===== src/jcs_pkg.sv =====
// Shared types and constants for the JSONC comment stripper.
package jcs_pkg;

	localparam logic [7:0] CH_BACKSLASH = 8'h5C;
	localparam logic [7:0] CH_QUOTE     = 8'h22;
	localparam logic [7:0] CH_SLASH     = 8'h2F;
	localparam logic [7:0] CH_STAR      = 8'h2A;
	localparam logic [7:0] CH_NEWLINE   = 8'h0A;

	localparam int QDEPTH = 4;
	localparam int QAW    = $clog2(QDEPTH);
	localparam int QCW    = $clog2(QDEPTH + 1);

	typedef enum logic [6:0] {
		M_NORMAL     = 7'b0000001,
		M_SLASH      = 7'b0000010,
		M_LINE       = 7'b0000100,
		M_BLOCK      = 7'b0001000,
		M_BLOCK_STAR = 7'b0010000,
		M_STRING     = 7'b0100000,
		M_STRING_ESC = 7'b1000000
	} mode_t;

	// One queued command: one or two results caused by a single input byte.
	typedef struct packed {
		logic [7:0] byte0;
		logic       bv0;
		logic [7:0] byte1;
		logic       two;
		logic       eot;
	} entry_t;

endpackage


===== src/jsonc_comment_stripper.sv =====
// JSONC comment stripper top level.
// Path: an accepted byte is written into the command queue, then loaded into the output register.
// Throughput: one input byte per cycle while in_stall is low; an item with two results
// holds the output sequencer for both, absorbed by a four-entry queue until it fills.
// Reset (arst_n low) returns the scan mode to normal text and empties queue and output.
module jsonc_comment_stripper (
	input  logic       clk,
	input  logic       arst_n,
	input  logic       in_valid,
	output logic       in_stall,
	input  logic [7:0] in_byte,
	input  logic       in_last,
	output logic       out_valid,
	input  logic       out_stall,
	output logic [7:0] out_byte,
	output logic       byte_valid,
	output logic       end_of_text
);

	jcs_pkg::entry_t wr_entry;
	jcs_pkg::entry_t rd_entry;
	logic            q_full;
	logic            q_empty;
	logic            q_push;
	logic            q_pop;

	jcs_front u_front (
		.clk      (clk),
		.arst_n   (arst_n),
		.in_valid (in_valid),
		.in_stall (in_stall),
		.in_byte  (in_byte),
		.in_last  (in_last),
		.q_full   (q_full),
		.q_push   (q_push),
		.q_entry  (wr_entry)
	);

	jcs_queue u_queue (
		.clk      (clk),
		.arst_n   (arst_n),
		.push     (q_push),
		.wr_entry (wr_entry),
		.full     (q_full),
		.pop      (q_pop),
		.rd_entry (rd_entry),
		.empty    (q_empty)
	);

	jcs_back u_back (
		.clk         (clk),
		.arst_n      (arst_n),
		.q_entry     (rd_entry),
		.q_empty     (q_empty),
		.q_pop       (q_pop),
		.out_valid   (out_valid),
		.out_stall   (out_stall),
		.out_byte    (out_byte),
		.byte_valid  (byte_valid),
		.end_of_text (end_of_text)
	);

endmodule


===== src/jcs_front.sv =====
// Front end: scan-mode state machine that classifies each byte and queues a result command when it yields output.
module jcs_front (
	input  logic             clk,
	input  logic             arst_n,
	input  logic             in_valid,
	output logic             in_stall,
	input  logic [7:0]       in_byte,
	input  logic             in_last,
	input  logic             q_full,
	output logic             q_push,
	output jcs_pkg::entry_t  q_entry
);

	jcs_pkg::mode_t mode_q;
	jcs_pkg::mode_t mode_nxt;
	logic           accept;
	logic           emit_slash;
	logic           emit_b;
	logic [1:0]     cnt_a;
	logic [1:0]     cnt;
	logic [7:0]     pos0;
	logic [7:0]     pos1;
	logic           bv0;
	logic           end_slash;

	assign in_stall = q_full;
	assign accept   = in_valid && !in_stall;

	always_comb begin
		mode_nxt   = mode_q;
		emit_slash = 1'b0;
		emit_b     = 1'b0;
		case (mode_q)
			jcs_pkg::M_SLASH: begin
				if (in_byte == jcs_pkg::CH_SLASH) begin
					mode_nxt = jcs_pkg::M_LINE;
				end else if (in_byte == jcs_pkg::CH_STAR) begin
					mode_nxt = jcs_pkg::M_BLOCK;
				end else begin
					emit_slash = 1'b1;
					emit_b     = 1'b1;
					mode_nxt   = (in_byte == jcs_pkg::CH_QUOTE) ? jcs_pkg::M_STRING
					                                            : jcs_pkg::M_NORMAL;
				end
			end
			jcs_pkg::M_LINE: begin
				if (in_byte == jcs_pkg::CH_NEWLINE) begin
					emit_b   = 1'b1;
					mode_nxt = jcs_pkg::M_NORMAL;
				end
			end
			jcs_pkg::M_BLOCK: begin
				if (in_byte == jcs_pkg::CH_STAR) begin
					mode_nxt = jcs_pkg::M_BLOCK_STAR;
				end
			end
			jcs_pkg::M_BLOCK_STAR: begin
				if (in_byte == jcs_pkg::CH_SLASH) begin
					mode_nxt = jcs_pkg::M_NORMAL;
				end else if (in_byte != jcs_pkg::CH_STAR) begin
					mode_nxt = jcs_pkg::M_BLOCK;
				end
			end
			jcs_pkg::M_STRING: begin
				emit_b = 1'b1;
				if (in_byte == jcs_pkg::CH_BACKSLASH) begin
					mode_nxt = jcs_pkg::M_STRING_ESC;
				end else if (in_byte == jcs_pkg::CH_QUOTE) begin
					mode_nxt = jcs_pkg::M_NORMAL;
				end
			end
			jcs_pkg::M_STRING_ESC: begin
				emit_b   = 1'b1;
				mode_nxt = jcs_pkg::M_STRING;
			end
			default: begin
				if (in_byte == jcs_pkg::CH_SLASH) begin
					mode_nxt = jcs_pkg::M_SLASH;
				end else begin
					emit_b   = 1'b1;
					mode_nxt = (in_byte == jcs_pkg::CH_QUOTE) ? jcs_pkg::M_STRING
					                                          : jcs_pkg::M_NORMAL;
				end
			end
		endcase
	end

	always_comb begin
		cnt_a     = {1'b0, emit_slash} + {1'b0, emit_b};
		pos0      = emit_slash ? jcs_pkg::CH_SLASH : in_byte;
		pos1      = in_byte;
		bv0       = 1'b1;
		cnt       = cnt_a;
		end_slash = in_last && (mode_nxt == jcs_pkg::M_SLASH);
		if (end_slash) begin
			if (cnt_a == 2'd0) begin
				pos0 = jcs_pkg::CH_SLASH;
			end else begin
				pos1 = jcs_pkg::CH_SLASH;
			end
			cnt = cnt_a + 2'd1;
		end
		if (in_last && cnt == 2'd0) begin
			pos0 = 8'h00;
			bv0  = 1'b0;
			cnt  = 2'd1;
		end
	end

	assign q_push        = accept && (cnt != 2'd0);
	assign q_entry.byte0 = pos0;
	assign q_entry.bv0   = bv0;
	assign q_entry.byte1 = pos1;
	assign q_entry.two   = (cnt == 2'd2);
	assign q_entry.eot   = in_last;

	always_ff @(posedge clk or negedge arst_n) begin
		if (!arst_n) begin
			mode_q <= jcs_pkg::M_NORMAL;
		end else if (accept) begin
			mode_q <= in_last ? jcs_pkg::M_NORMAL : mode_nxt;
		end
	end

endmodule


===== src/jcs_queue.sv =====
// Command queue between the classifier and the output sequencer.
module jcs_queue (
	input  logic             clk,
	input  logic             arst_n,
	input  logic             push,
	input  jcs_pkg::entry_t  wr_entry,
	output logic             full,
	input  logic             pop,
	output jcs_pkg::entry_t  rd_entry,
	output logic             empty
);

	jcs_pkg::entry_t                 mem_q [jcs_pkg::QDEPTH];
	logic [jcs_pkg::QAW-1:0]         wr_ptr_q;
	logic [jcs_pkg::QAW-1:0]         rd_ptr_q;
	logic [jcs_pkg::QCW-1:0]         cnt_q;

	assign full     = (cnt_q == jcs_pkg::QCW'(jcs_pkg::QDEPTH));
	assign empty    = (cnt_q == '0);
	assign rd_entry = mem_q[rd_ptr_q];

	always_ff @(posedge clk) begin
		if (push) begin
			mem_q[wr_ptr_q] <= wr_entry;
		end
	end

	always_ff @(posedge clk or negedge arst_n) begin
		if (!arst_n) begin
			wr_ptr_q <= '0;
			rd_ptr_q <= '0;
			cnt_q    <= '0;
		end else begin
			if (push) begin
				wr_ptr_q <= wr_ptr_q + 1'b1;
			end
			if (pop) begin
				rd_ptr_q <= rd_ptr_q + 1'b1;
			end
			if (push && !pop) begin
				cnt_q <= cnt_q + 1'b1;
			end else if (pop && !push) begin
				cnt_q <= cnt_q - 1'b1;
			end
		end
	end

	a_no_push_full: assert property (@(posedge clk) disable iff (!arst_n)
		!(push && full)) else $error("push into full queue");
	a_no_pop_empty: assert property (@(posedge clk) disable iff (!arst_n)
		!(pop && empty)) else $error("pop from empty queue");

endmodule


===== src/jcs_back.sv =====
// Back end: expands queued commands into result transactions through an output register.
module jcs_back (
	input  logic             clk,
	input  logic             arst_n,
	input  jcs_pkg::entry_t  q_entry,
	input  logic             q_empty,
	output logic             q_pop,
	output logic             out_valid,
	input  logic             out_stall,
	output logic [7:0]       out_byte,
	output logic             byte_valid,
	output logic             end_of_text
);

	logic       out_valid_q;
	logic [7:0] out_byte_q;
	logic       byte_valid_q;
	logic       eot_q;
	logic       pend_q;
	logic [7:0] pend_byte_q;
	logic       pend_eot_q;
	logic       load;

	assign load  = !out_valid_q || !out_stall;
	assign q_pop = load && !pend_q && !q_empty;

	always_ff @(posedge clk or negedge arst_n) begin
		if (!arst_n) begin
			out_valid_q <= 1'b0;
			pend_q      <= 1'b0;
		end else if (load) begin
			if (pend_q) begin
				out_valid_q <= 1'b1;
				pend_q      <= 1'b0;
			end else if (!q_empty) begin
				out_valid_q <= 1'b1;
				pend_q      <= q_entry.two;
			end else begin
				out_valid_q <= 1'b0;
			end
		end
	end

	always_ff @(posedge clk) begin
		if (load) begin
			if (pend_q) begin
				out_byte_q   <= pend_byte_q;
				byte_valid_q <= 1'b1;
				eot_q        <= pend_eot_q;
			end else if (!q_empty) begin
				out_byte_q   <= q_entry.byte0;
				byte_valid_q <= q_entry.bv0;
				eot_q        <= q_entry.eot && !q_entry.two;
				pend_byte_q  <= q_entry.byte1;
				pend_eot_q   <= q_entry.eot;
			end
		end
	end

	assign out_valid   = out_valid_q;
	assign out_byte    = out_byte_q;
	assign byte_valid  = byte_valid_q;
	assign end_of_text = eot_q;

	a_pend_has_first: assert property (@(posedge clk) disable iff (!arst_n)
		pend_q |-> out_valid_q) else $error("second result pending without first");
	a_bare_is_end: assert property (@(posedge clk) disable iff (!arst_n)
		(out_valid_q && !byte_valid_q) |-> eot_q) else $error("bare marker without end");
	a_pend_no_pop: assert property (@(posedge clk) disable iff (!arst_n)
		pend_q |-> !q_pop) else $error("queue popped while second result pending");

endmodule


===== config.mk =====
export PLATFORM = sky130hd
export DESIGN_NAME = jsonc_comment_stripper
export DESIGN_NICKNAME = d
export VERILOG_FILES = /design/src/jcs_pkg.sv /design/src/jsonc_comment_stripper.sv /design/src/jcs_front.sv /design/src/jcs_queue.sv /design/src/jcs_back.sv
export SDC_FILE = /design/constraint.sdc
export NUM_CORES = 1
export LEC_CHECK = 0
export BUFFER_PORTS_ARGS = -buffer_cell sky130_fd_sc_hd__buf_2
export CORE_AREA = 4 4 115 117
export DETAILED_ROUTE_END_ITERATION = 8
export DIE_AREA = 0 0 119 121
export PLACE_DENSITY_LB_ADDON = 0.08
export SLEW_MARGIN = 20
export SYNTH_ARGS = -nofsm -noshare
export SYNTH_HDL_FRONTEND = slang
export SYNTH_SLANG_ARGS = --single-unit

===== constraint.sdc =====
create_clock -name clk -period 3.15 [get_ports clk]
set_input_delay 0.315 -clock clk [delete_from_list [all_inputs] [get_ports clk]]
set_output_delay 0.315 -clock clk [all_outputs]
set_load 0.02 [all_outputs]

==> run metrics, run 1 <==
status finished, final reports clean; Total GRT Usage 14.39%; Reg2Reg Depth 12; RSZ-0062 raised after global routing yes; Synth Area per Inst 16.29 um^2; final wirelength 9.700 mm; top-count cell post-synth edfxtp_1; Hold Crit Class input pin to flip-flop; Max Buffers Root-to-Sink 2; CP Capture Type flip-flop; initial antenna violation count 0; CP Class flip-flop to flip-flop; Worst setup SP type flip-flop; yosys warns 0; detailed placement HPWL 6.459 mm; CP most frequent cell ha_2; share of Yosys cell area claimed by the top area cell type 59.17%; top cells by count, synth edfxtp_1 (95), mux4_2 (19), nand2_1 (19), nor2_1 (18), dfrtp_1 (15); largest net degree at the start of global routing 20; via/cell ratio 4.966; clock sink count 111; die height 121 um; Seq/Total Area, Yosys 67.51%; CP Max Fanout 7; vias 2657; post-route insts no fill 535; EDFF count, synth 95; Period Utilization, post-route 99.19%; Synth-to-Final Area Change 21.13%; crit-path cells nor4b_4, a221oi_2, o211a_1, or2_1, or3_1, ha_2, nor3_2, nor2_2, ha_2, inv_2, fa_2, mux2_2; fin. max-slew vios 0; drt drc 0; share of layout cells above drive strength 1 35.81%; FMAX 320.1 MHz; Distinct cells, synth 55; max incr delay on CP 0.46 ns; WHS Path Cells 3; Finished Core Util 47.23%; TritonRoute pass-1 iters 4; worst clock skew 0.006003 ns; leading post-synthesis cells by cell area edfxtp_1 (59%), mux4_2 (8.9%), dfrtp_1 (7.8%), mux2_2 (2.1%), ha_1 (1.8%); PortBufs 24; Post-Syn Nets 317; Placement Rows 41; DIE WIDTH 119 um; arrival time worst endpoint 3.35 ns; Synth Flop Type edfxtp_1; Pwr Density 820.6 nW/um^2; ANT nets after route 0; Slew HR 49.24%; Critical-path top delay cell dfrtp_2; Leak Pwr 2.079 nW; slew of the pin with the lowest slew margin 0.7614 ns; Max-Cap Viols 0; Tot Pwr 4.792 mW; cell count after synthesis 296; Seq cells post-synth 111; Root Driver clkbuf_16; Synth area leader edfxtp_1; fin nets 379; # IOs 25; Fin Hold WS 0.2311 ns; Ant. Diodes 0; grt ovf 0; Worst Path Required 3.38 ns; GPL Wtd Cong 0.8892; vias in the first global route 2765; CTS tree done; Num CTS Buffers 9; Post-Syn Area 4821 um^2; core area 12360 um^2; area of the die 14400 um^2; Initial Util 38.99%; peak supply drop 264.1 uV; later-pin clock latency in the skew report 0.34 ns; Inst Count DP 516; ys async rst share 14.41%; maximum level of the CTS H-tree 3; # setup viols final 0; drt wl/cell 18.13 um; Setup TNS Final 0 ns; final hold violations 0; DRT iter0 DRCs 172; clock transition at the registers of the reported paths 0.07 ns; first-pass GRT wire length 15.34 mm; Final min period 3.124 ns
## routing by layer
metal | vias to the layer above | part of all wire (%) | wire, um | global-route usage, %
li1 | 1268 | - | - | -
met4 | 0 | 1.6 | 157 | 5.865
met3 | 14 | 2.0 | 196 | 2.378
met5 | - | 0 | 0 | 0
met2 | 38 | 48 | 4702 | 23.07
met1 | 1337 | 48 | 4643 | 19.62
## metrics by stage
stage | instance area, um^2 | setup slack (ns)
final | 5839 | 0.02562
after global routing | 5839 | -0.1161
after CTS | 5808 | 0.006198
after detailed placement | 5460 | 0.003795
after global placement | 5460 | 0.03930
after floorplan | 4828 | 0.002253
## cell usage in the layout (no fill, tap or decap), types with 3 or more instances in the layout
cell type	n
nand2b_1	3
a21oi_1	5
nor2b_1	3
nor3b_1	3
clkbuf_16	9
bufinv_16	3
nand2_1	19
mux4_2	19
nor4_1	4
edfxtp_1	95
o21ai_0	8
buf_2	24
xnor2_1	3
buf_4	38
nor3_2	3
nand3_1	3
nor2_1	16
buf_12	5
and2_1	6
ha_1	5
mux2_2	9
inv_1	6
dfrtp_1	13
xor2_1	5
nand3b_1	3
## power by group
part           internal (mW)  leakage [nW]  total (mW)  switching, mW
clock                  0.776         0.164        1.27          0.497
sequential              2.06          1.07        2.27          0.213
combinational          0.637         0.848        1.25          0.611
total                   3.47          2.08        4.79           1.32
## final cells by class
class / instances / area, um^2
Inverter: 8 / 30.03
Fill cell: 1077 / 6524
Tap cell: 172 / 215.2
Multi-Input combinational cell: 160 / 1485
Clock buffer: 10 / 229.0
Clock inverter: 6 / 107.6
Sequential cell: 111 / 3257
Timing Repair Buffer: 68 / 515.5
## worst paths after layout
path                                    from           endpoint  slack [ns]
hold reg to reg             u_queue.cnt_q[2]   u_queue.cnt_q[2]        0.52
setup / recovery           u_front.mode_q[2]   u_queue.cnt_q[1]        0.03
min in group asynchronous             arst_n   u_back.out_valid        0.42
max in group asynchronous             arst_n  u_front.mode_q[0]        2.40
setup reg to reg           u_front.mode_q[2]   u_queue.cnt_q[1]        0.03
hold / removal                     out_stall   u_back.out_valid        0.23
## what timing repair did
action                     in CTS  in global routing
pin swaps                       0                  8
cloned                          0                  0
setup endpoints to repair       1                 34
gates resized for setup         1                  7
hold buffers                    1                  0
hold endpoints to repair       15                  0
setup buffers                   0                  2
## state kept, by name (all words and copies together) (netlist names), 2 cells and up
signal,count
u_back.out_byte,8
u_queue.wr_ptr_q,2
u_front.mode_q,7
u_back.pend_byte_q,8
u_queue.mem_q,76
u_queue.cnt_q,3
u_queue.rd_ptr_q,2
## worst max-delay path, delay by kind of cell, from the launching register on
kind	cells	cell delay, ns
mux	1	0.26
buf+inv	1	0.06
flops	1	0.46
simple gates	5	1.12
fa+ha+maj	3	0.79
compound gates	2	0.34
## cells by family (layout without fill, tap and decap cells)
logic type               count (synthesis)  count (layout)  share of synthesized area (%)
multiplexers                            28              28                          10.98
flip-flops                             111             111                          67.51
AND/OR/NAND/NOR                         84              84                          10.51
AO/OA/AOI/OAI                           32              32                          5.165
buffers and inverters                   25              92                          2.154
XOR/XNOR                                 8               8                          1.453
adder cells (fa/ha/maj)                  8               8                          2.232
Note: power is estimated with default switching activity, not from simulation.
==> inputs of run 2 (changes only) <==
--- a/config.mk
+++ b/config.mk
@@ -5,11 +5,12 @@
 export SDC_FILE = /design/constraint.sdc
 export NUM_CORES = 1
 export LEC_CHECK = 0
-export BUFFER_PORTS_ARGS = -buffer_cell sky130_fd_sc_hd__buf_2
 export CORE_AREA = 4 4 115 117
 export DETAILED_ROUTE_END_ITERATION = 8
 export DIE_AREA = 0 0 119 121
+export DONT_BUFFER_PORTS = 1
 export PLACE_DENSITY_LB_ADDON = 0.08
+export SETUP_SLACK_MARGIN = 0.02
 export SLEW_MARGIN = 20
 export SYNTH_ARGS = -nofsm -noshare
 export SYNTH_HDL_FRONTEND = slang
==> run metrics, run 2 (same netlist as run 1, synthesis figures left out) <==
Placement Rows 41; crit path launch u_front.mode_q[1]; grt ovf 0; commonest non-fill, non-tap cells in the layout edfxtp_1 (95), buf_4 (35), nand2_1 (19), mux4_2 (19), nor2_1 (15); Hold Startpoint in_byte[4]; combinational fraction of design power 23.4%; FMAX 321.2 MHz; maximum level of the CTS H-tree 3; Clock power frac 25.9%; initial antenna violation count 0; detailed placement HPWL 6.159 mm; CP Capture Type flip-flop; via/cell ratio 5.115; fillers 1067; WHS Path Cells 0; Worst Setup EP u_queue.cnt_q[1]; Final min period 3.113 ns; ANT nets after route 0; core area 12360 um^2; Num CTS Buffers 9; Ant. Diodes 0; Worst Path Required 3.38 ns; R2R Path End u_queue.cnt_q[1]; Initial Util 38.99%; area of the die 14400 um^2; slew of the pin with the lowest slew margin 0.8648 ns; CP Max Fanout 4; internal power 3.306 mW; Leak Pwr 1.912 nW; largest net degree at the start of global routing 20; placed instance area 5194 um^2; worst clock skew 0.005717 ns; fin. max-slew vios 0; Total GRT Usage 14.13%; Worst setup SP type flip-flop; RSZ-0062 raised after global routing yes; PortBufs 0; Final Cell Area 5618 um^2; vias in the first global route 2666; clock transition at the registers of the reported paths 0.07 ns; Seq pwr share 50.7%; DIE WIDTH 119 um; post-route insts no fill 504; drt wl/cell 18.93 um; # setup viols final 0; clock sink count 111; status finished, final reports clean; start of the worst register-to-register path u_front.mode_q[1]; arrival time worst endpoint 3.34 ns; CP Class flip-flop to flip-flop; Max Buffers Root-to-Sink 2; Period Utilization, post-route 98.82%; TritonRoute pass-1 iters 4; Slew HR 42.15%; Max-Cap Viols 0; fin nets 348; later-pin clock latency in the skew report 0.35 ns; Hold Crit Class input pin to flip-flop; # IOs 25; Reg2Reg Depth 12; first-pass GRT wire length 15.01 mm; final hold violations 0; Setup WS pre-CTS 0.001845 ns; GPL Wtd Cong 0.8439; Root Driver clkbuf_16; Synth-to-Final Area Change 16.53%; drt drc 0; share of layout cells above drive strength 1 30.12%; R2R Setup Slk 0.04 ns; Sw Ratio 27.56%; vias 2578; die height 121 um; NetSw 1.258 mW; peak supply drop 310.7 uV; CTS tree done; DRT iter0 DRCs 183; final wirelength 9.539 mm; Final WS setup 0.03702 ns; number of flip-flops in the largest register 76; Biggest register u_queue.mem_q; Pwr Density 812.2 nW/um^2; Inst Count DP 478; commonest non-fill, non-tap cell in the layout edfxtp_1
## run 2: layout make-up
| class | instances | area (um^2) | share of cell area, % |
|---|---|---|---|
| repair buffers | 37 | 292.8 | 5.212 |
| well taps | 172 | 215.2 | 3.831 |
| multi-input cells | 160 | 1513 | 26.93 |
| inverters | 8 | 30.03 | 0.5345 |
| clock buffers | 13 | 240.2 | 4.276 |
| clock inverters | 3 | 67.56 | 1.203 |
| flip-flops and latches | 111 | 3259 | 58.02 |
## run 2: stage by stage
step	TNS [ns]	power (mW)	util (%)	hold WS, ns
3_3_place_gp	0	3.437	42.01	0.01980
4_1_cts	0	4.634	44.81	0.04703
5_1_grt	-0.6203	4.825	45.44	0.04353
2_1_floorplan	0	3.089	-	0.01941
6_report	0	4.563	45.44	0.06043
3_5_place_dp	0	3.442	42.01	0.01999
## run 2: worst min-delay path by stage
stage	endpoint	slack, ns
6_report	u_queue.mem_q[2][6]	0.06
5_1_grt	u_queue.mem_q[0][3]	0.04
4_1_cts	u_queue.mem_q[2][2]	0.05
3_5_place_dp	u_back.out_valid	0.02
3_3_place_gp	u_back.out_valid	0.02
2_1_floorplan	u_back.out_valid	0.02
## run 2: power groups by stage
stage	Combinational (mW)	Clock [mW]	Sequential, mW
2_1_floorplan	0.810	0	2.28
3_3_place_gp	1.09	0	2.35
3_5_place_dp	1.09	0	2.36
4_1_cts	1.09	1.22	2.32
5_1_grt	1.18	1.28	2.36
6_report	1.07	1.18	2.31
## run 2: timing repair
action                                 CTS  global route
resized for setup                        4             8
setup buffers                            3             6
pin swaps                                1             7
endpoints found under the hold margin   16             0
setup endpoints to repair                1            30
hold buffers                             1             0
## run 2: critical path, stage by stage (launching register included)
cell and delay [ns]:
dfrtp_2 0.45, nor4b_4 0.32, a221oi_2 0.07, o211a_1 0.26, or2_1 0.25, or3_4 0.34
ha_4 0.18, nor3_4 0.17, nor2_2 0.06, ha_2 0.20, inv_2 0.06, fa_1 0.37
mux2_2 0.26
## run 2: per-layer routing
metal,track usage (%),wire length (um)
met1,17.78,4256
met5,0,0
met4,6.879,218
met2,23.63,4778
met3,2.517,285
